`src/sv/tvr_pkg.sv`:
```
package tvr_pkg;

    // defaults for the top-level parameters
    localparam int DEF_MAX_TREND_WINDOW     = 256;
    localparam int DEF_MAX_RANGE_WINDOW     = 64;
    localparam int DEF_MAX_RANGE_AVG_WINDOW = 256;
    localparam int DEF_PRICE_BITS           = 32;
    localparam int QUEUE_DEPTH              = 2;

    // configuration port
    localparam int CFG_IDX_W  = 2;
    localparam int CFG_DATA_W = 9;
    localparam logic [CFG_IDX_W-1:0] REG_TREND_WINDOW     = 2'd0;
    localparam logic [CFG_IDX_W-1:0] REG_RANGE_WINDOW     = 2'd1;
    localparam logic [CFG_IDX_W-1:0] REG_RANGE_AVG_WINDOW = 2'd2;

    localparam int RST_TREND_WINDOW     = 50;
    localparam int RST_RANGE_WINDOW     = 14;
    localparam int RST_RANGE_AVG_WINDOW = 50;

    // field widths fixed by the interface
    localparam int FIELD_W   = 32;
    localparam int REGIME_W  = 3;
    localparam int BP_OUT_W  = 20;
    localparam int CONF_W    = 7;

    // arithmetic constants
    localparam int ATR_FRAC      = 16;
    localparam int WARMUP_EXTRA  = 5;
    localparam int BP_SCALE_W    = 14;
    localparam logic [BP_SCALE_W-1:0] BP_SCALE = 14'd10000;
    localparam logic [BP_OUT_W-1:0]   BP_MAX   = 20'hFFFFF;

    // regime codes
    localparam logic [REGIME_W-1:0] REGIME_NEUTRAL     = 3'd0;
    localparam logic [REGIME_W-1:0] REGIME_BULL_QUIET  = 3'd1;
    localparam logic [REGIME_W-1:0] REGIME_BULL_VOLAT  = 3'd2;
    localparam logic [REGIME_W-1:0] REGIME_BEAR_QUIET  = 3'd3;
    localparam logic [REGIME_W-1:0] REGIME_BEAR_VOLAT  = 3'd4;

    // confidence values
    localparam logic [CONF_W-1:0] CONF_NONE     = 7'd0;
    localparam logic [CONF_W-1:0] CONF_QUIET    = 7'd85;
    localparam logic [CONF_W-1:0] CONF_VOLATILE = 7'd80;

endpackage

```
`src/sv/tvr_front.sv`:
```
module tvr_front #(
    parameter int PRICE_BITS = tvr_pkg::DEF_PRICE_BITS
) (
    input  logic                        clk,
    input  logic                        rst_n,
    input  logic                        clear,
    input  logic                        in_valid,
    output logic                        in_stall,
    input  logic [tvr_pkg::FIELD_W-1:0] bar_high,
    input  logic [tvr_pkg::FIELD_W-1:0] bar_low,
    input  logic [tvr_pkg::FIELD_W-1:0] bar_close,
    input  logic                        q_full,
    output logic                        q_push,
    output logic [2*PRICE_BITS:0]       q_data
);

    localparam int PB = PRICE_BITS;

    logic [PB-1:0] prev_close_reg;
    logic          seen_reg;

    logic [PB-1:0] hi, lo, cl, d1, d2, d3, tr;

    // true range against the previous close
    always_comb
    begin
        hi = PB'(bar_high);
        lo = PB'(bar_low);
        cl = PB'(bar_close);
        d1 = (hi >= lo) ? hi - lo : '0;
        d2 = (hi >= prev_close_reg) ? hi - prev_close_reg : prev_close_reg - hi;
        d3 = (lo >= prev_close_reg) ? lo - prev_close_reg : prev_close_reg - lo;
        tr = d1;
        if (d2 > tr)
        begin
            tr = d2;
        end
        if (d3 > tr)
        begin
            tr = d3;
        end
    end

    assign in_stall = q_full;
    assign q_push   = in_valid && !q_full;
    assign q_data   = {seen_reg, tr, cl};

    always_ff @(posedge clk or negedge rst_n)
    begin
        if (!rst_n)
        begin
            prev_close_reg <= '0;
            seen_reg       <= 1'b0;
        end
        else if (clear)
        begin
            prev_close_reg <= '0;
            seen_reg       <= 1'b0;
        end
        else if (q_push)
        begin
            prev_close_reg <= cl;
            seen_reg       <= 1'b1;
        end
    end

endmodule

```
`config.mk`:
```
export PLATFORM = sky130hd
export DESIGN_NAME = tvr_front
export DESIGN_NICKNAME = d
export VERILOG_FILES = /design/src/sv/tvr_pkg.sv /design/src/sv/tvr_front.sv
export SDC_FILE = /design/constraint.sdc
export NUM_CORES = 1
export LEC_CHECK = 0
export CORE_MARGIN = 4
export CORE_UTILIZATION = 55
export CTS_CLUSTER_DIAMETER = 30
export DETAILED_ROUTE_END_ITERATION = 7
export DONT_BUFFER_PORTS = 1
export GPL_TIMING_DRIVEN = 0
export PLACE_DENSITY = 0.7
export SETUP_SLACK_MARGIN = 0.02
export SLEW_MARGIN = 20
export SYNTH_ARGS = -nofsm -noshare
export SYNTH_HDL_FRONTEND = slang
export SYNTH_SLANG_ARGS = --single-unit
```
`constraint.sdc`:
```
create_clock -name clk -period 14 [get_ports clk]
set_clock_uncertainty 0.1 [all_clocks]
set_input_delay 2.8 -clock clk [delete_from_list [all_inputs] [get_ports clk]]
set_output_delay 2.8 -clock clk [all_outputs]
set_load 0.05 [all_outputs]
```
==> run_results.csv <==
group,metric,value,unit
outcome,status,"finished, final reports clean",
logic_synthesis,syn_inst,1753,
critical_path,crit_arrival,10.84,ns
global_route,antenna_found_initial,0,
drt,drt_wl_total,44.38,mm
pwr,leakagePower,6.292,nW
cells_and_area,num_antenna_cells,0,
clock_tree,cts_tree,"done",
sta,period_share,0.9813,
sta,period_minus_slack,13.74,ns
cells_and_area,drive_above_1_share,0.1024,
logic_synthesis,syn_area,12200,um2
sta,timing.hold.ws,0.4191,ns
drt,num_vias,12940,
critical_path,critPathMaxFanout,10,
cells_and_area,fillers,2107,
critical_path,reg2reg_depth,2,
drt,first_iter_violations,1448,
critical_path,crit_path_end_kind,"output pin",
clock_tree,cts-buffers-inserted,5,
logic_synthesis,ys_seq_area_frac,0.06771,
logic_synthesis,ys.flop_type,"dfrtp_1",
sta,max_slew_margin,0.3816,
critical_path,required,11.10,ns
clock_tree,clk_pin_slew,0.05,ns
floorplanning,dieArea,24620,um2
global_route,grt_pass1_wl,66.70,mm
critical_path,crit_slowest_cell,"or4_1",
global_route,grt_max_degree,34,
sta,grt_setup_unrepaired,"false",
sta,drv_slew,0,
floorplanning,num_io_pins,168,
critical_path,cpMostUsedCell,"ha_1",
clock_tree,clock_latency,0.27,ns
floorplanning,num_rows,54,
drt,dr.pass1.iters,6,
sta,hold_viol_final,0,
floorplanning,coreArea,21820,um2
logic_synthesis,yosysTopAreaCellShare,0.2278,
pwr,p_per_area,140.7,nW/um2
critical_path,slowest_delay,0.57,ns
clock_tree,htreeDepth,2,
global_route,grt_pass1_vias,11890,
floorplanning,die_w,156.9,um
floorplanning,dieHeight,156.9,um
drt,drc,0,
logic_synthesis,yosys-top-cells-area,"ha_1, a21oi_1, dfrtp_1",
global_route,grt-ovfl-total,0,
clock_tree,clock_path_buffers,2,
sta,worst_slack,0.2623,ns
placement,place_congestion,0.9864,
clock_tree,cts-root-buf,"clkbuf_16",
critical_path,cp_top_family,"compound AO/OA/AOI/OAI gates",
logic_synthesis,synth_top_area_cell,"ha_1",
critical_path,critPathLaunchType,"primary input",
pwr,peakVddDrop,0.1596,mV
worst_hold_path,min_path_cells,2,
global_route,grt_usage,0.3467,
sta,worst_pin_slew,0.9043,ns
drt,final_antenna_net_count,0,
logic_synthesis,netlist-cell-type-count,74,
sta,setup_tns,0,ns
logic_synthesis,synth_edf_count,0,
clock_tree,cts.sinks,33,
cells_and_area,largest_register_ffs,32,
logic_synthesis,ys_ff_latch,33,
critical_path,crit_buf_inv,6,
logic_synthesis,synth.most_common_cell,"a21oi_1",
cells_and_area,area_growth,9.274,%
sta,finalSetupViolCount,0,
drt,via_per_inst,6.319,
logic_synthesis,syn_area_per_cell,6.957,um2
floorplanning,start_util,0.5588,
logic_synthesis,synthArstFlopShare,1.000,
cells_and_area,fin_nets,2094,
logic_synthesis,yosys_warnings,0,
critical_path,cp.depth,33,
placement,place_ws,-2.040,ns
worst_hold_path,min_path_type,"flop to flop",
critical_path,critPathKind,"primary input to output pin",
clock_tree,cts_hold_buf,0,
placement,hpwl,37.91,mm
flow_run,drv_cap,0,
placement,place.port_buffers,0,
drt,wl_per_cell,21.68,um
sta,max_freq,0.07279,GHz
logic_synthesis,synthTopCellsByCount,"a21oi_1, ha_1, nand2_1, inv_1, nor2_1",
logic_synthesis,synth_nets,2081,
report_power, final:
| group | switching, mW | leakage, nW | internal [mW] | total [mW] |
|---|---|---|---|---|
| clock | 0.0383 | 0.0652 | 0.0661 | 0.104 |
| sequential | 0.00843 | 0.448 | 0.0997 | 0.108 |
| combinational | 1.13 | 5.78 | 0.529 | 1.66 |
| total | 1.18 | 6.29 | 0.695 | 1.87 |
tightest hold or removal path, delay by kind of cell (launching register included):
family / cells / cell delay (ns)
AND/OR/NAND/NOR: 2 / 0.12
flip-flops: 1 / 0.35
layout make-up:
type,count,area [um2],area share
plain buffers,110,645.6,0.04845
clock buffers,8,136.4,0.01023
inverters,156,585.6,0.04394
multi-input cells,1442,10640,0.7980
flip-flops and latches,33,825.8,0.06197
well taps,280,350.3,0.02629
repair buffers,18,147.6,0.01108
final timing paths:
path | slack, ns | from | to
min | 0.42 | seen_reg | seen_reg
max | 0.26 | bar_high[0] | q_data[46]
max in group asynchronous | 11.59 | rst_n | prev_close_reg[4]
min reg2reg | 0.42 | seen_reg | seen_reg
min in group asynchronous | 2.11 | rst_n | prev_close_reg[31]
max reg2reg | 13.00 | prev_close_reg[1] | prev_close_reg[1]
placed cells by master (no fill, tap or decap), types with 6 or more instances in the layout:
cell        n
nor3_1     18
o21bai_1   27
and3_1     12
a21oi_1   229
nand2b_1   14
nand4_1    41
nand3_1    19
mux2i_1    21
nor2b_1     9
a21o_1     91
dfrtp_1    33
o21ai_0    89
o211ai_1   17
nor2_1    104
o21a_1     21
a211oi_1   15
a211o_1     6
xnor2_1    50
o31ai_1     8
mux2_2      9
or2_2       6
clkbuf_1   43
a31oi_1    11
a21oi_4    14
inv_1     154
and2_1     11
buf_4      55
buf_2      17
buf_6       7
ha_1      221
nand2_1   193
xor2_1     37
o21ai_1     8
metal layers:
layer	vias to the layer above	global-route usage	wire, um
met5	-	0	0
met4	0	0.08388	1009
met3	63	0.06626	4761
met2	590	0.5204	18610
met1	6019	0.5113	19990
li1	6263	-	-
timing repair:
item                                   CTS  global route
gates resized for setup                 83            43
buffers inserted                         8            10
setup endpoints to repair               32            32
endpoints found under the hold margin    0             0
pin swaps                                2             9
logic make-up after synthesis:
kind of cell             Yosys count  synth area share
AO/OA/AOI/OAI                    634            0.3308
XOR/XNOR                          87           0.06248
adder cells (fa/ha/maj)          227            0.2360
buffers and inverters            278            0.1007
flip-flops                        33           0.06771
multiplexers                      35           0.02975
AND/OR/NAND/NOR                  459            0.1726
metrics by stage:
| step | cells | utilization | power [mW] | instance area [um2] |
|---|---|---|---|---|
| detailed placement | 2033 | 0.5753 | 1.493 | 12560 |
| global route | 2047 | 0.6107 | 1.989 | 13330 |
| floorplan | 1753 | - | 1.212 | 12200 |
| CTS | 2047 | 0.6029 | 1.804 | 13160 |
| finish | 2047 | 0.6107 | 1.875 | 13330 |
| global placement | 2033 | 0.5749 | 1.475 | 12550 |
No activity file was read; power rests on OpenSTA's default activity.
