$ cat config.mk
export PLATFORM = sky130hd
export DESIGN_NAME = tvr_fifo
export DESIGN_NICKNAME = d
export VERILOG_FILES = /design/src/sv/tvr_fifo.sv
export SDC_FILE = /design/constraint.sdc
export NUM_CORES = 1
export LEC_CHECK = 0
export ABC_AREA = 1
export BUFFER_PORTS_ARGS = -buffer_cell sky130_fd_sc_hd__clkbuf_2
export CORE_AREA = 8 8 110 112
export DETAILED_ROUTE_END_ITERATION = 16
export DIE_AREA = 0 0 118 120
export PLACE_DENSITY = 0.75
export SLEW_MARGIN = 10
export SYNTH_ARGS = -nofsm -noshare
export SYNTH_HDL_FRONTEND = slang
export SYNTH_SLANG_ARGS = --single-unit
$ cat constraint.sdc
create_clock -name clk -period 11.72 [get_ports clk]
set_clock_uncertainty 0.2 [all_clocks]
set_input_delay 1.172 -clock clk [delete_from_list [all_inputs] [get_ports clk]]
set_output_delay 1.172 -clock clk [all_outputs]
set_load 0.01 [all_outputs]
$ cat src/sv/tvr_fifo.sv
module tvr_fifo #(
    parameter int W     = 65,
    parameter int DEPTH = 2
) (
    input  logic         clk,
    input  logic         rst_n,
    input  logic         push,
    input  logic [W-1:0] push_data,
    input  logic         pop,
    output logic [W-1:0] head,
    output logic         full,
    output logic         not_empty
);

    localparam int PW  = $clog2(DEPTH);
    localparam int CNW = $clog2(DEPTH + 1);

    logic [W-1:0]   mem_reg [DEPTH];
    logic [PW-1:0]  wr_ptr_reg, rd_ptr_reg;
    logic [CNW-1:0] count_reg;

    assign full      = count_reg == CNW'(DEPTH);
    assign not_empty = count_reg != '0;
    assign head      = mem_reg[rd_ptr_reg];

    always_ff @(posedge clk or negedge rst_n)
    begin
        if (!rst_n)
        begin
            wr_ptr_reg <= '0;
            rd_ptr_reg <= '0;
            count_reg  <= '0;
        end
        else
        begin
            if (push)
            begin
                wr_ptr_reg <= (wr_ptr_reg == PW'(DEPTH - 1)) ? '0 : wr_ptr_reg + PW'(1);
            end
            if (pop)
            begin
                rd_ptr_reg <= (rd_ptr_reg == PW'(DEPTH - 1)) ? '0 : rd_ptr_reg + PW'(1);
            end
            if (push && !pop)
            begin
                count_reg <= count_reg + CNW'(1);
            end
            else if (pop && !push)
            begin
                count_reg <= count_reg - CNW'(1);
            end
        end
    end

    always_ff @(posedge clk)
    begin
        if (push)
        begin
            mem_reg[wr_ptr_reg] <= push_data;
        end
    end

endmodule

==> results.md, run 1 <==
* Status: finished clean
* Place WS at around 8.5 ns
* Crit path DAT at 2.28 ns
* Initial Util at between 40% and 50%
* Total track usage at 13.00%
* Uppermost layer routed: met4
* Die width at 118 microns
* DRC at 0
* Max reg flops at 130
* Peak Freq at between 0.2 and 0.3 GHz
* Worst setup startpoint: rd_ptr_reg
* Layout filler cell count at 792
* Cell Area, Synth at 0.005059 sq mm
* Layout area overhead at 28.37%
* Met1 Routed Length at between 3 and 4 mm
* Setup bufs post-CTS at 0
* Distinct cells, synth at 14
* Clock Latency Late Sink at 0.51 ns
* Reg2Reg Depth at 2
* Post-DR wirelength/cell at around 17 microns
* Synth Area per Inst at 22.28 sq um
* DR WL met3 at 763 microns
* Final Net Count at 446
* Synth Instances at 227
* Clock sinks at 134
* Yosys reg bits at 134
* Slew HR at 26.74%
* HP Class: input pin to asynchronous set/reset pin
* WL met2 at 4.612 mm
* Total power at 0.001670 W
* Fin crit share at 31.12%
* Num ports at roughly 140
* Clk slew on worst S/H paths at 0.06 ns
* Yosys warns at 0
* Post-CTS sizing at 0
* Final RePlAce weighted congestion at approximately 0.66
* WP data required at 10.35 ns
* Port Buffers at 135
* Most frequent cells in the layout: clkbuf_2, edfxtp_1, mux2_4, mux2_2, clkbuf_16
* Layout cells sized above 1 at 60.15%
* DR vias at between 2000 and 3000
* Final min period at between 3 and 4 ns
* Worst path max stage delay at 1.13 ns
* # rows at 38
* Crit path buf inv count at 1
* Syn Nets at 297
* Die area at 0.01416 sq mm
* CP Launch Type: flop
* Largest net degree at the start of global routing at 67
* Crit-path slowest cell: dfrtp_4
* CTS tree: done
* Initial antenna violation count at 0
* Setup ws final at just over 8 ns
* Routed vias/inst at between 4 and 5
* Lkg Pwr at between 2 and 3 nW
* Die Height at approximately 120 microns
* Final Hold Fails at 0
* Placed inst area at about 0.006 sq mm
* Drt pass-1 iters at 4
* Htree depth at 4
* CTS hold repair buffers at 0
* Sequential cell area fraction in the yosys report at 79.15%
* Post-Layout Cell Count at 529
* First-pass GRT wire length at 14.13 mm
* Maximum vdd drop at 0.0001381 V
* Setup-failing EPs final at 0
* CTS max path bufs at 2
* Worst setup EP type: output pin
* CTS Root Buffer Type: clkbuf_8
* Commonest non-fill, non-tap cell in the layout: clkbuf_2
* Reg-to-Reg End: mem_reg[0][44]
* Placeable Area at between 0.01 and 0.015 sq mm
* RSZ-0062 raised after global routing: false
* WL final at approximately 9 mm
* Final Cell Area at 0.006494 sq mm
* Initial DRC count at 89
* Antenna Diode Count at 0
* Flop-to-flop setup slack at around 9.5 ns
* Maximum Capacitance Violations at 0
* Final number of max-transition violations at 0
* Worst-path maximum fanout at 66
* Post-route ant nets at 0
* Slew @ Worst Pin at roughly 1.1 ns
* Cells after DPL at 497
* Pwr dens at about 260 mW/mm^2
* Num CTS Buffers at 17
* GR Overflow Total at 0
* Delay-heaviest family, CP: flip-flops
* TNS Setup at 0 ns
* Worst reg2reg path startpoint: wr_ptr_reg
* Vias in the first global route at 2854
* Crit Path Class: flop to output pin
* CP cell instances: mux2_2 -> clkbuf_2
[cells by family after synthesis]
kind of cell | synth area share (%)
multiplexers | 17.44
XOR/XNOR | 0.5195
buffers and inverters | 1.830
AND/OR/NAND/NOR | 0.8162
flip-flops | 79.15
adder cells (fa/ha/maj) | 0.2473
[worst reg2reg max path, delay by kind of cell (launching register included)]
kind          cells  cell delay, ns
flops             1            0.43
buf+inv           1            0.59
simple gates      1            0.58
[cell usage after synthesis]
cell      number  area (sq um)
buf_2          2         10.01
buf_6          5         56.30
dfrtp_1        4         100.1
edfxtp_1     130          3904
ha_1           1         12.51
inv_1          7         26.28
mux2_2        25         281.5
mux2_4        40         600.6
nand2_1        6         22.52
nand3_1        1         5.000
nand4_1        1         6.260
nor2_1         2         7.510
xnor2_1        1         8.760
xor2_1         2         17.52
[power by group]
group	internal, W	switching (W)	total [W]
logic	0.000222	0.000181	0.000403
clock network	0.000363	0.000187	0.000550
registers	0.000637	0.0000790	0.000716
total	0.00122	0.000447	0.00167
[routing by layer]
| metal | GRT usage [%] | up-vias |
|---|---|---|
| met3 | 5.965 | 15 |
| met2 | 21.76 | 97 |
| met4 | 7.446 | 0 |
| met5 | 0 | - |
| met1 | 13.34 | 1236 |
| li1 | - | 1188 |
[stage by stage]
stage / utilization, % / hold slack, ns
3_5_place_dp: 55.86 / 0.2676
4_1_cts: 61.80 / 0.2303
3_3_place_gp: 55.86 / 0.2543
6_report: 61.80 / 0.2614
5_1_grt: 61.80 / 0.2390
2_1_floorplan: - / 0.2417
[area by class of cell]
type                            instances  area, sq um  area share (%)
Sequential cell                       134         4008           61.71
Multi-Input combinational cell         79        969.7           14.93
Timing Repair Buffer                  137        690.7           10.64
Clock buffer                           17        414.1           6.378
Clock inverter                         15        210.2           3.237
Tap cell                              140        175.2           2.697
Inverter                                7        26.28          0.4046
[worst max path at each step]
stage                                 to  slack [ns]  cells past startpoint
final                           head[59]        8.07                      2
after CTS                       head[59]        8.03                      2
after floorplan            mem_reg[0][0]        7.09                      2
after detailed placement  mem_reg[0][60]        8.53                      4
after global routing            head[56]        7.96                      2
after global placement    mem_reg[0][47]        8.59                      4
(Power assumes the default switching activity.)
==> run 2, diff against run 1 <==
clock period = 3.51 ns   (was 11.72 ns; I/O delays follow)
==> run 2 against run 1 <==
  * Critical path depth is 1 higher
  * Critical endpoint is now head[56]
  * Via count is 10% higher
  * Largest power group unchanged
  * Utilization is 6.6 points higher
==> results.md, run 2 (same netlist as run 1, synthesis figures left out) <==
* Fin crit share at 77.25%
* Worst reg2reg path startpoint: wr_ptr_reg
* Num CTS Buffers at 17 (unchanged)
* Clock share of power at 31.1% (-1.9 points)
* Reg-to-Reg End: mem_reg[1][58]
* GR Overflow Total at 0 (unchanged)
* Clock Latency Late Sink at 0.50 ns (about the same)
* Int Pwr at 0.004077 W (+230%)
* Slew @ Worst Pin at 0.7338 ns (-0.3651 ns)
* Layout filler cell count at 691 (-13%)
* RSZ-0062 raised after global routing: false
* CTS hold repair buffers at 69 (+69)
* Routed vias/inst at 4.682 (-2.3%)
* Reg power frac at 41.5% (-1.4 points)
* CTS max path bufs at 2 (unchanged)
* Worst setup EP type: output pin
* Clock sinks at 134 (unchanged)
* CP cell instances: buf_12 -> mux2_2 -> clkbuf_2
* Switching pwr at 0.001500 W (+240%)
* Pwr dens at 776.0 mW/mm^2 (+200%)
* Hold Path Depth at 2
* Post-DR wirelength/cell at 16.76 microns (-1.3%)
* Crit Path Class: flop to output pin
* CP Launch Type: flop
* Placeable Area at 0.01051 sq mm (unchanged)
* Worst path max stage delay at 0.83 ns (-0.30 ns)
* Initial Util at 48.14% (unchanged)
* Switching part of the total power at 26.89% (+0.12 points)
* Total track usage at 14.56% (+1.6 points)
* # rows at 38 (unchanged)
* Final number of max-transition violations at 0 (unchanged)
* Worst hold start: count_reg[1]
* Multi-input logic area at 969.7 sq um (unchanged)
* CTS tree: done
* TNS Setup at 0 ns (unchanged)
* Crit-path slowest cell: dfrtp_4
* Antenna Diode Count at 0 (unchanged)
* Setup-failing EPs final at 0 (unchanged)
* Status: finished clean
* HPWL after DPL at around 6.1 mm
* Final Net Count at 516 (+16%)
* DRC at 0 (unchanged)
* Setup bufs post-CTS at 0 (unchanged)
* Vias in the first global route at 3182 (+11%)
* DR vias at 2800 (+10%)
* Crit path DAT at 2.16 ns (-0.12 ns)
* Initial DRC count at 105 (+18%)
* Layout area overhead at 42.07%
* Final Hold Fails at 0 (unchanged)
* First-pass GRT wire length at 15.92 mm (+13%)
* Cells after DPL at 498 (+0.20%)
* Post-CTS sizing at 0 (unchanged)
* WP data required at 2.96 ns (-7.39 ns)
* Drt pass-1 iters at 4 (unchanged)
* Flop-to-flop setup slack at 1.63 ns (-7.87 ns)
* Peak Freq at 0.3688 GHz
* Commonest non-fill, non-tap cell in the layout: clkbuf_2
* Final min period at 2.711 ns
* Largest net degree at the start of global routing at 56 (-16%)
* Post-route core utilization at 68.40% (+6.6 points)
* Htree depth at 4 (unchanged)
* Reg2Reg Depth at 3 (+1)
* Die width at 118 microns (unchanged)
* Comb power frac at 27.4% (+3.3 points)
* Reg area at 0.004008 sq mm (unchanged)
* HP Class: flop to flop
* Initial antenna violation count at 0 (unchanged)
* Maximum vdd drop at 0.0003898 V (+180%)
* Num ports at 136 (unchanged)
* Worst-path maximum fanout at 37 (-44%)
* Most frequent cells in the layout: clkbuf_2, edfxtp_1, dlygate4sd3_1, mux2_4, mux2_2
* Clk slew on worst S/H paths at 0.05 ns (about the same)
* CTS Root Buffer Type: clkbuf_8
* Max reg flops at 130 (unchanged)
* Final Cell Area at 0.007187 sq mm (+11%)
* Hold Path Sink: count_reg[1]
* Post-Layout Cell Count at 598 (+13%)
* Placed inst area at 0.005914 sq mm (+0.77%)
* Slew HR at 51.01% (+24 points)
* Layout cells sized above 1 at 50.66% (-9.5 points)
* Port Buffers at 135 (unchanged)
* WL final at 10.03 mm (+12%)
* Die area at 0.01416 sq mm (unchanged)
* Die Height at 120 microns (unchanged)
* Final RePlAce weighted congestion at 0.6573 (-0.56%)
* Maximum Capacitance Violations at 0 (unchanged)
* Post-route ant nets at 0 (unchanged)
* Lkg Pwr at 2.933 nW (+11%)
[run 2: per-layer routing]
metal	wire length [microns]	track usage, %	vias up
met4	188	6.645	0
li1	-	-	1324
met2	5264	25.79	97
met5	0	0	-
met1	3941	14.86	1362
met3	630	5.918	17
[run 2: area by class of cell]
type | instances | area share (%)
clock buffers | 19 | 5.867
clock inverters | 12 | 2.228
inverters | 7 | 0.3656
multi-input cells | 79 | 13.49
flip-flops and latches | 134 | 55.76
well taps | 140 | 2.437
repair buffers | 207 | 19.85
[run 2: worst max-delay path, delay by kind of cell (launching register included)]
family / cells / cell delay, ns
buf+inv: 2 / 0.44
flops: 1 / 0.83
mux: 1 / 0.37
[run 2: power by group through the flow]
stage / logic, W / registers, W / clock network, W
2_1_floorplan: 0.00108 / 0.00223 / 0
3_3_place_gp: 0.00147 / 0.00233 / 0
3_5_place_dp: 0.00149 / 0.00235 / 0
4_1_cts: 0.00155 / 0.00232 / 0.00177
5_1_grt: 0.00165 / 0.00236 / 0.00184
6_report: 0.00153 / 0.00232 / 0.00173
[run 2: metrics by stage]
step	total power [W]	setup WS (ns)	hold slack (ns)
after CTS	0.005646	0.7287	0.2845
after detailed placement	0.003843	1.274	-0.03200
final	0.005577	0.7986	0.2909
after global placement	0.003803	1.302	-0.03539
after global routing	0.005842	0.6562	0.3490
after floorplan	0.003308	0.7755	-0.1446
[run 2: worst max-delay path by stage]
| stage | from | endpoint | slack, ns | cells after the start |
|---|---|---|---|---|
| floorplan | wr_ptr_reg | mem_reg[0][0] | 0.78 | 1 |
| global placement | rd_ptr_reg | head[59] | 1.30 | 3 |
| detailed placement | rd_ptr_reg | head[45] | 1.27 | 3 |
| CTS | rd_ptr_reg | head[45] | 0.73 | 3 |
| global route | rd_ptr_reg | head[56] | 0.66 | 3 |
| finish | rd_ptr_reg | head[56] | 0.80 | 3 |
